**src/sha1s_pkg.sv**
```systemverilog
`timescale 1ns / 1ps
// ----------------------------------------------------------------------------
// sha1s_pkg
// Shared types and constants for the SHA-1 stream hash engine.
// ----------------------------------------------------------------------------
package sha1s_pkg;

   typedef struct packed {
      logic       mode;
      logic [7:0] data_byte;
   } req_type;

   typedef struct packed {
      logic [31:0] digest_word;
      logic [2:0]  word_index;
      logic        last_word;
   } rsp_type;

   localparam logic MODE_ABSORB = 1'b0;
   localparam logic MODE_FINISH = 1'b1;

   localparam logic [31:0] H0 = 32'h67452301;
   localparam logic [31:0] H1 = 32'hEFCDAB89;
   localparam logic [31:0] H2 = 32'h98BADCFE;
   localparam logic [31:0] H3 = 32'h10325476;
   localparam logic [31:0] H4 = 32'hC3D2E1F0;

   localparam logic [31:0] K0 = 32'h5A827999;
   localparam logic [31:0] K1 = 32'h6ED9EBA1;
   localparam logic [31:0] K2 = 32'h8F1BBCDC;
   localparam logic [31:0] K3 = 32'hCA62C1D6;

   localparam logic [7:0] PAD_BYTE = 8'h80;

   function automatic logic [31:0] init_word(input logic [2:0] idx);
      case (idx)
         3'd0:    init_word = H0;
         3'd1:    init_word = H1;
         3'd2:    init_word = H2;
         3'd3:    init_word = H3;
         default: init_word = H4;
      endcase
   endfunction

   // control from sequencer to round unit
   typedef struct packed {
      logic       start;   // load a..e from chaining words
      logic       step;    // one round with w_in
      logic [6:0] round;
      logic       fold;    // add a..e into chaining words
      logic       init;    // chaining words back to initial values
   } rnd_ctl_type;

endpackage

```
**src/sha1_stream_hash.sv**
```systemverilog
`timescale 1ns / 1ps
// ----------------------------------------------------------------------------
// sha1_stream_hash
// SHA-1 engine fed one message byte per transaction.
// ----------------------------------------------------------------------------
// Usage:
//  req_ channel: one transaction per byte (mode absorb) or a finish
//  (mode finish). rsp_ channel: five digest words after each finish,
//  word_index 0..4, last_word on the fifth.
//  Absorb: a byte transaction is taken while the engine is idle.
//  The 64th byte of a block starts a compression: the 64 bytes are read into
//  the 16-word window, a..e are loaded, 80 rounds run and the result is folded;
//  req_stall stays high from that byte until the fold is done.
//  Finish: the pad byte takes the accept cycle, then one zero write per
//  cycle up to byte 56 (first through byte 63 plus a compression when fewer
//  than 8 bytes remain), 8 length writes, a final compression, then 5 result
//  transactions, one per cycle without stalls.
//  The round unit is the shared iterative loop; the byte RAM has one read
//  and one write port, which sets the load time of the schedule.
//  Reset: chaining words to initial values, counters cleared, block RAM
//  left undefined. When rsp_stall is high the current word holds and the
//  engine waits; req_stall stays high while a block or finish runs.
// ----------------------------------------------------------------------------
module sha1_stream_hash import sha1s_pkg::*; (
   input  logic    clock,
   input  logic    reset,
   input  logic    req_valid,
   output logic    req_stall,
   input  req_type req_data,
   output logic    rsp_valid,
   input  logic    rsp_stall,
   output rsp_type rsp_data
);
   localparam logic [3:0] ST_IDLE = 4'd0;
   localparam logic [3:0] ST_PAD  = 4'd1;  // zero fill
   localparam logic [3:0] ST_LEN  = 4'd2;  // length bytes
   localparam logic [3:0] ST_LOAD = 4'd3;  // read bytes into W window
   localparam logic [3:0] ST_RND  = 4'd4;
   localparam logic [3:0] ST_FOLD = 4'd5;
   localparam logic [3:0] ST_OUT  = 4'd6;
   localparam logic [3:0] ST_STRT = 4'd7;

   logic [3:0]  state_ff, state_in;
   logic [5:0]  fill_ff, fill_in;
   logic [60:0] total_ff, total_in;
   logic        fin_ff, fin_in;     // finishing message
   logic        last_ff, last_in;   // block being compressed is final
   logic [6:0]  cnt_ff, cnt_in;     // generic counter
   logic [31:0] w_ff [16];
   logic [31:0] w_in_v [16];
   logic [2:0]  oidx_ff, oidx_in;

   logic        wr_en;
   logic [5:0]  wr_addr, rd_addr;
   logic [7:0]  wr_data, rd_data;
   rnd_ctl_type ctl;
   logic [31:0] h_out;
   logic [63:0] bits;
   logic [31:0] wnext;
   logic [5:0]  ld_addr;            // byte address whose data lands now
   logic [3:0]  ld_word;

   sha1s_ram #(.WIDTH(8), .DEPTH(64)) u_buf (
      .clock(clock), .wr_en(wr_en), .wr_addr(wr_addr), .wr_data(wr_data),
      .rd_addr(rd_addr), .rd_data(rd_data)
   );

   sha1s_round u_rnd (
      .clock(clock), .reset(reset), .ctl(ctl), .w_in(w_ff[0]),
      .h_sel(oidx_ff), .h_out(h_out)
   );

   assign bits  = {total_ff, 3'b000};
   assign wnext = w_ff[13] ^ w_ff[8] ^ w_ff[2] ^ w_ff[0];

   assign ld_addr = cnt_ff[5:0] - 6'd1;
   assign ld_word = ld_addr[5:2];

   assign req_stall = (state_ff != ST_IDLE);
   assign rsp_valid = (state_ff == ST_OUT);
   assign rsp_data  = '{digest_word: h_out, word_index: oidx_ff,
                        last_word: (oidx_ff == 3'd4)};

   always_comb begin
      state_in = state_ff;
      fill_in  = fill_ff;
      total_in = total_ff;
      fin_in   = fin_ff;
      last_in  = last_ff;
      cnt_in   = cnt_ff;
      oidx_in  = oidx_ff;
      wr_en    = 1'b0;
      wr_addr  = fill_ff;
      wr_data  = req_data.data_byte;
      rd_addr  = cnt_ff[5:0];
      ctl      = '0;
      ctl.round = cnt_ff;
      for (int i = 0; i < 16; i++) w_in_v[i] = w_ff[i];

      case (state_ff)
         ST_IDLE: begin
            if (req_valid) begin
               wr_en = 1'b1;
               if (req_data.mode == MODE_ABSORB) begin
                  total_in = total_ff + 61'd1;
                  fill_in  = fill_ff + 6'd1;
                  if (fill_ff == 6'd63) begin
                     last_in  = 1'b0;
                     cnt_in   = '0;
                     state_in = ST_LOAD;
                  end
               end else begin
                  wr_data = PAD_BYTE;
                  fin_in  = 1'b1;
                  fill_in = fill_ff + 6'd1;
                  if (fill_ff == 6'd63) begin
                     last_in  = 1'b0;
                     cnt_in   = '0;
                     state_in = ST_LOAD;
                  end else begin
                     state_in = ST_PAD;
                  end
               end
            end
         end
         ST_PAD: begin
            // zero up to 56, or to 64 then compress an extra block
            wr_en   = 1'b1;
            wr_data = 8'h00;
            if (fill_ff == 6'd56 && !last_ff && fill_ff != 6'd0) begin
               wr_en    = 1'b0;
               cnt_in   = '0;
               state_in = ST_LEN;
            end else begin
               fill_in = fill_ff + 6'd1;
               if (fill_ff == 6'd63) begin
                  last_in  = 1'b0;
                  cnt_in   = '0;
                  state_in = ST_LOAD;
               end
            end
         end
         ST_LEN: begin
            wr_en   = 1'b1;
            wr_data = bits[8*(7-cnt_ff[2:0]) +: 8];
            fill_in = fill_ff + 6'd1;
            cnt_in  = cnt_ff + 7'd1;
            if (cnt_ff[2:0] == 3'd7) begin
               last_in  = 1'b1;
               cnt_in   = '0;
               state_in = ST_LOAD;
            end
         end
         ST_LOAD: begin
            // cnt = byte address read; its data lands in the next cycle
            rd_addr = cnt_ff[5:0];
            if (cnt_ff != 7'd0) begin
               w_in_v[ld_word] = {w_ff[ld_word][23:0], rd_data};
            end
            cnt_in = cnt_ff + 7'd1;
            if (cnt_ff == 7'd64) begin
               w_in_v[15] = {w_ff[15][23:0], rd_data};
               state_in   = ST_STRT;
            end
         end
         ST_STRT: begin
            ctl.start = 1'b1;
            cnt_in    = '0;
            state_in  = ST_RND;
         end
         ST_RND: begin
            ctl.step = 1'b1;
            for (int i = 0; i < 15; i++) w_in_v[i] = w_ff[i+1];
            w_in_v[15] = {wnext[30:0], wnext[31]};
            cnt_in = cnt_ff + 7'd1;
            if (cnt_ff == 7'd79) state_in = ST_FOLD;
         end
         ST_FOLD: begin
            ctl.fold = 1'b1;
            fill_in  = '0;
            if (!fin_ff) begin
               state_in = ST_IDLE;
            end else if (last_ff) begin
               oidx_in  = '0;
               state_in = ST_OUT;
            end else begin
               state_in = ST_PAD;
            end
         end
         ST_OUT: begin
            if (!rsp_stall) begin
               oidx_in = oidx_ff + 3'd1;
               if (oidx_ff == 3'd4) begin
                  ctl.init = 1'b1;
                  fill_in  = '0;
                  total_in = '0;
                  fin_in   = 1'b0;
                  last_in  = 1'b0;
                  oidx_in  = '0;
                  state_in = ST_IDLE;
               end
            end
         end
         default: state_in = ST_IDLE;
      endcase
   end

   always_ff @(posedge clock) begin
      if (reset) begin
         state_ff <= ST_IDLE;
         fill_ff  <= '0;
         total_ff <= '0;
         fin_ff   <= 1'b0;
         last_ff  <= 1'b0;
         cnt_ff   <= '0;
         oidx_ff  <= '0;
      end else begin
         state_ff <= state_in;
         fill_ff  <= fill_in;
         total_ff <= total_in;
         fin_ff   <= fin_in;
         last_ff  <= last_in;
         cnt_ff   <= cnt_in;
         oidx_ff  <= oidx_in;
      end
   end

   always_ff @(posedge clock) begin
      for (int i = 0; i < 16; i++) w_ff[i] <= w_in_v[i];
   end

`ifndef SYNTHESIS
   a_no_req_busy: assert property (@(posedge clock) disable iff (reset)
      (state_ff != ST_IDLE) |-> req_stall)
      else $error("request taken while busy");
   a_out_held: assert property (@(posedge clock) disable iff (reset)
      (rsp_valid && rsp_stall) |=> (rsp_valid && $stable(oidx_ff)))
      else $error("digest word dropped under stall");
   a_last_idx: assert property (@(posedge clock) disable iff (reset)
      (rsp_valid && rsp_data.last_word) |-> (oidx_ff == 3'd4))
      else $error("last flag misplaced");
`endif
endmodule

```
**src/sha1s_ram.sv**
```systemverilog
`timescale 1ns / 1ps
// ----------------------------------------------------------------------------
// sha1s_ram
// Generic single-port-write, single-port-read RAM with registered read.
// ----------------------------------------------------------------------------
module sha1s_ram #(
   parameter int WIDTH = 8,
   parameter int DEPTH = 64
) (
   input  logic                     clock,
   input  logic                     wr_en,
   input  logic [$clog2(DEPTH)-1:0] wr_addr,
   input  logic [WIDTH-1:0]         wr_data,
   input  logic [$clog2(DEPTH)-1:0] rd_addr,
   output logic [WIDTH-1:0]         rd_data
);
   logic [WIDTH-1:0] mem [DEPTH];

   always_ff @(posedge clock) begin
      if (wr_en) begin
         mem[wr_addr] <= wr_data;
      end
      rd_data <= mem[rd_addr];
   end
endmodule

```
**src/sha1s_round.sv**
```systemverilog
`timescale 1ns / 1ps
// ----------------------------------------------------------------------------
// sha1s_round
// SHA-1 round datapath: working registers a..e and chaining words H0..H4.
// ----------------------------------------------------------------------------
module sha1s_round import sha1s_pkg::*; (
   input  logic        clock,
   input  logic        reset,
   input  rnd_ctl_type ctl,
   input  logic [31:0] w_in,
   input  logic [2:0]  h_sel,
   output logic [31:0] h_out
);
   logic [31:0] a_ff, b_ff, c_ff, d_ff, e_ff;
   logic [31:0] h_ff [5];
   logic [31:0] f, k, tmp;

   always_comb begin
      if (ctl.round < 7'd20) begin
         f = (b_ff & c_ff) ^ (~b_ff & d_ff);
         k = K0;
      end else if (ctl.round < 7'd40) begin
         f = b_ff ^ c_ff ^ d_ff;
         k = K1;
      end else if (ctl.round < 7'd60) begin
         f = (b_ff & c_ff) ^ (b_ff & d_ff) ^ (c_ff & d_ff);
         k = K2;
      end else begin
         f = b_ff ^ c_ff ^ d_ff;
         k = K3;
      end
      tmp = {a_ff[26:0], a_ff[31:27]} + f + e_ff + k + w_in;
   end

   always_ff @(posedge clock) begin
      if (ctl.start) begin
         a_ff <= h_ff[0];
         b_ff <= h_ff[1];
         c_ff <= h_ff[2];
         d_ff <= h_ff[3];
         e_ff <= h_ff[4];
      end else if (ctl.step) begin
         e_ff <= d_ff;
         d_ff <= c_ff;
         c_ff <= {b_ff[1:0], b_ff[31:2]};
         b_ff <= a_ff;
         a_ff <= tmp;
      end
   end

   always_ff @(posedge clock) begin
      if (reset || ctl.init) begin
         for (int i = 0; i < 5; i++) h_ff[i] <= init_word(3'(i));
      end else if (ctl.fold) begin
         h_ff[0] <= h_ff[0] + a_ff;
         h_ff[1] <= h_ff[1] + b_ff;
         h_ff[2] <= h_ff[2] + c_ff;
         h_ff[3] <= h_ff[3] + d_ff;
         h_ff[4] <= h_ff[4] + e_ff;
      end
   end

   assign h_out = (h_sel > 3'd4) ? h_ff[4] : h_ff[h_sel];
endmodule
```
**config.mk**
```make
export PLATFORM = sky130hd
export DESIGN_NAME = sha1_stream_hash
export DESIGN_NICKNAME = d
export VERILOG_FILES = /design/src/sha1s_pkg.sv /design/src/sha1_stream_hash.sv /design/src/sha1s_ram.sv /design/src/sha1s_round.sv
export SDC_FILE = /design/constraint.sdc
export NUM_CORES = 2
export LEC_CHECK = 0
export BUFFER_PORTS_ARGS = -buffer_cell sky130_fd_sc_hd__buf_4
export CORE_MARGIN = 2
export CORE_UTILIZATION = 50
export DETAILED_ROUTE_END_ITERATION = 16
export GPL_ROUTABILITY_DRIVEN = 0
export GPL_TIMING_DRIVEN = 0
export MAX_ROUTING_LAYER = met4
export PLACE_DENSITY = 0.65
export SLEW_MARGIN = 20
export SYNTH_ARGS = -nofsm -noshare
export SYNTH_HDL_FRONTEND = slang
export SYNTH_HIERARCHICAL = 1
export SYNTH_SLANG_ARGS = --single-unit
```
**constraint.sdc**
```tcl
create_clock -name clock -period 10.1 [get_ports clock]
set_clock_uncertainty 0.05 [all_clocks]
set_input_delay 3.03 -clock clock [delete_from_list [all_inputs] [get_ports clock]]
set_output_delay 3.03 -clock clock [all_outputs]
set_load 0.1 [all_outputs]
```
==> flow_summary.json <==
{
  "num_io_pins": 51,
  "cp_data_required_time_ns": 10.56,
  "grt_usage_pct": 33.1,
  "yosysWarningCount": 6,
  "post_dp_cell_area_um2": 81200,
  "die_w_um": 396,
  "grt_pass1_wl_mm": 369,
  "initial_core_util_pct": 50.5,
  "area_delta_synth_final_pct": 12.0,
  "synth-edff-count": 1344,
  "core-area_um2": 152000,
  "async_flop_share_pct": 0,
  "synth.distinct_cells": 108,
  "rsz0062_at_grt": "false",
  "ys_top_cells_by_area": "edfxtp_1 (53%), mux4_2 (5.8%), o21ai_0 (4.8%)",
  "worstMarginPinSlew_ns": 1.25,
  "setup_viol": 0,
  "reg2reg_slack_ns": 1.58,
  "drt_wl_total_mm": 256,
  "critPathBufInv": 4,
  "final_cell_mix": "edfxtp_1 (1,344), nand2_1 (775), o21ai_0 (724)",
  "wl_met2_mm": 112,
  "viasPerCell": 6.51,
  "ys.flop_type": "edfxtp_1",
  "path_clk_slew_ns": 0.06,
  "cts_tree": "built",
  "fin_area_um2": 86100,
  "clock_path_buffers": 3,
  "reg2reg_depth": 21,
  "syn_nets": 6715,
  "power.density_nw_per_um2": 147,
  "overflow": 0,
  "setup_ws_ns": 1.58,
  "ys_ff_latch": 1435,
  "min-delay-start": "total_ff[22]",
  "num_rows": 143,
  "critPathMaxStageDelay_ns": 0.98,
  "leakagePower_uw": 0.0282,
  "syn_area_per_cell_um2": 12.1,
  "die_y_um": 396,
  "cp_top_family": "compound AO/OA/AOI/OAI gates",
  "critPathKind": "flip-flop to flip-flop",
  "pre_cts_ws_ns": 1.96,
  "dp_hpwl_mm": 186,
  "min_path_type": "flip-flop to flip-flop",
  "drive_gt1_share_pct": 12.4,
  "maxSlewViolCount": 0,
  "grt_pass1_vias": 54300,
  "cp.arrival_ns": 8.99,
  "synthCells": 6377,
  "r2r_end": "u_rnd/a_ff[28]",
  "firstDrtPassIters": 9,
  "hold_viol_final": 0,
  "crit_fanout": 12,
  "worst_skew_pair.late_latency_ns": 0.83,
  "clock.fmax_mhz": 117,
  "numCtsBuffers": 155,
  "port_buffers": 50,
  "min_to": "total_ff[22]",
  "clock-sinks": 1435,
  "grt_max_degree": 48,
  "cts_resized": 0,
  "crit_path_end_kind": "flip-flop",
  "power.total_uw": 12600,
  "setup_tns_ns": 0,
  "final_common_cell": "edfxtp_1",
  "seq_area_frac_synth_pct": 54.9,
  "relSlewSlack_pct": 15.6,
  "post-cts-setup-buffers": 0,
  "fin_nets": 6971,
  "reg2reg_from": "cnt_ff[4]",
  "netlist.area_leader.share_pct": 52.5,
  "crit_slowest_cell": "dfxtp_1",
  "drtAntennaViolNets": 0,
  "antenna_found_initial": 5,
  "outcome": "complete, no violations",
  "hold_depth": 2,
  "n_fill_cell": 12500,
  "maxCapViolations": 0,
  "layout_min_cycle_time_ns": 8.52,
  "syn_area_um2": 76800,
  "synth_area_leader_cell": "edfxtp_1",
  "start_kind": "flip-flop",
  "vias": 57300,
  "layout.cells.non_filler": 8794,
  "m1WireLength_mm": 100,
  "vdd_ir_drop_max_mv": 0.174,
  "crit_path_start": "cnt_ff[4]",
  "post-route-period-util_pct": 84.4,
  "htree_levels": 4,
  "dr.first_iter.drc_count": 8762,
  "postCtsHoldBufs": 0,
  "cp_cell_sequence": "a41oi_2 -> nand2_1 -> inv_1 -> nor2_1 -> clkbuf_1 -> buf_2 -> a221oi_1 -> fa_1 -> fa_1 -> inv_1 -> ha_1 -> a211oi_2 -> nor4b_1 -> a211o_1 -> o2111ai_1 -> a31oi_1 -> a41o_1 -> a221o_1 -> a21oi_1 -> xor2_1 -> o21ai_0",
  "dieArea_um2": 157000,
  "avgRoutedWirePerCell_um": 29.1,
  "dp.cells": 8504,
  "wl_met3_mm": 31.0,
  "post-route-drc-count": 0,
  "cts-root-buf": "clkbuf_16",
  "highest_layer": "met4"
}
==> where the power goes <==
part | switching [µW] | internal, µW
registers | 41.9 | 6500
clock network | 2460 | 3110
logic | 340 | 172
==> per-stage QoR <==
stage	hold WS, ns	utilization (%)
after floorplan	0.399	-
after global placement	0.414	52.4
after detailed placement	0.440	53.3
after CTS	0.450	56.5
after global routing	0.473	56.5
final	0.451	56.5
==> final cells by class <==
| type | instances | area, µm² | area share (%) |
|---|---|---|---|
| diodes | 7 | 17.5 | 0.0204 |
| well taps | 2030 | 2540 | 2.95 |
| clock inverters | 79 | 697 | 0.810 |
| repair buffers | 99 | 1500 | 1.74 |
| inverters | 268 | 1010 | 1.17 |
| flip-flops and latches | 1435 | 42200 | 49.0 |
| clock buffers | 202 | 4150 | 4.82 |
| multi-input cells | 4320 | 32400 | 37.6 |
| plain buffers | 354 | 1580 | 1.84 |
==> worst register-to-register path, delay by kind of cell, from the launching register on <==
| family | cells | cell delay (ns) |
|---|---|---|
| XOR/XNOR | 1 | 0.15 |
| AO/OA/AOI/OAI | 10 | 2.74 |
| buffers and inverters | 4 | 1.28 |
| adder cells (fa/ha/maj) | 3 | 1.43 |
| AND/OR/NAND/NOR | 3 | 1.59 |
| flip-flops | 1 | 0.98 |
==> logic make-up after synthesis <==
kind of cell,after synthesis,synth area share [%]
adders and majority gates,325,6.51
and+or+nand+nor,1764,10.7
DFF,1435,54.9
buffers and inverters,622,3.35
AOI/OAI and AO/OA,1455,11.4
xor gates and xnor gates,272,3.11
muxes,503,10.0
other,1,0.00488
==> flip-flops by register name (all words and copies together), names as in the netlist, 61 cells and up <==
name,cells
u_buf/mem,512
total_ff,61
w_ff,512
u_rnd/h_ff,160
==> per-layer routing <==
layer,global-route usage [%],vias up
met1,45.2,28300
met5,-,-
li1,-,24500
met3,7.37,621
met2,47.7,3880
met4,14.1,0
==> Yosys cell counts (19+ instances only) <==
library cell	instances
xnor2_1	162
nand2b_1	39
nand2_1	775
mux2i_1	148
nor3_1	46
o21ai_0	731
inv_1	266
and3_1	34
dfxtp_1	91
clkbuf_1	242
buf_4	20
buf_2	47
and2_1	19
nor2b_1	46
a211oi_1	28
o21a_1	42
or4_1	34
fa_1	125
a221o_1	20
nor2_1	313
nand3_1	219
edfxtp_1	1344
a21oi_1	215
o22ai_1	33
or3_1	24
o21bai_1	23
o21ai_1	31
o31ai_1	46
xor2_1	109
a22oi_1	26
a21o_1	74
nor4_1	22
mux2_2	156
mux4_2	199
buf_1	32
ha_1	200
nand4_1	128
==> worst max path at each step <==
stage               cells past startpoint                 to  slack, ns
floorplan                               4        rsp_data[5]       2.53
global placement                        4  u_rnd/h_ff[0][18]      -0.17
detailed placement                     21     u_rnd/a_ff[28]       1.96
CTS                                    21     u_rnd/a_ff[28]       1.88
global route                           21     u_rnd/a_ff[28]       1.47
finish                                 21     u_rnd/a_ff[28]       1.58
No activity file was read; power rests on OpenSTA's default activity.
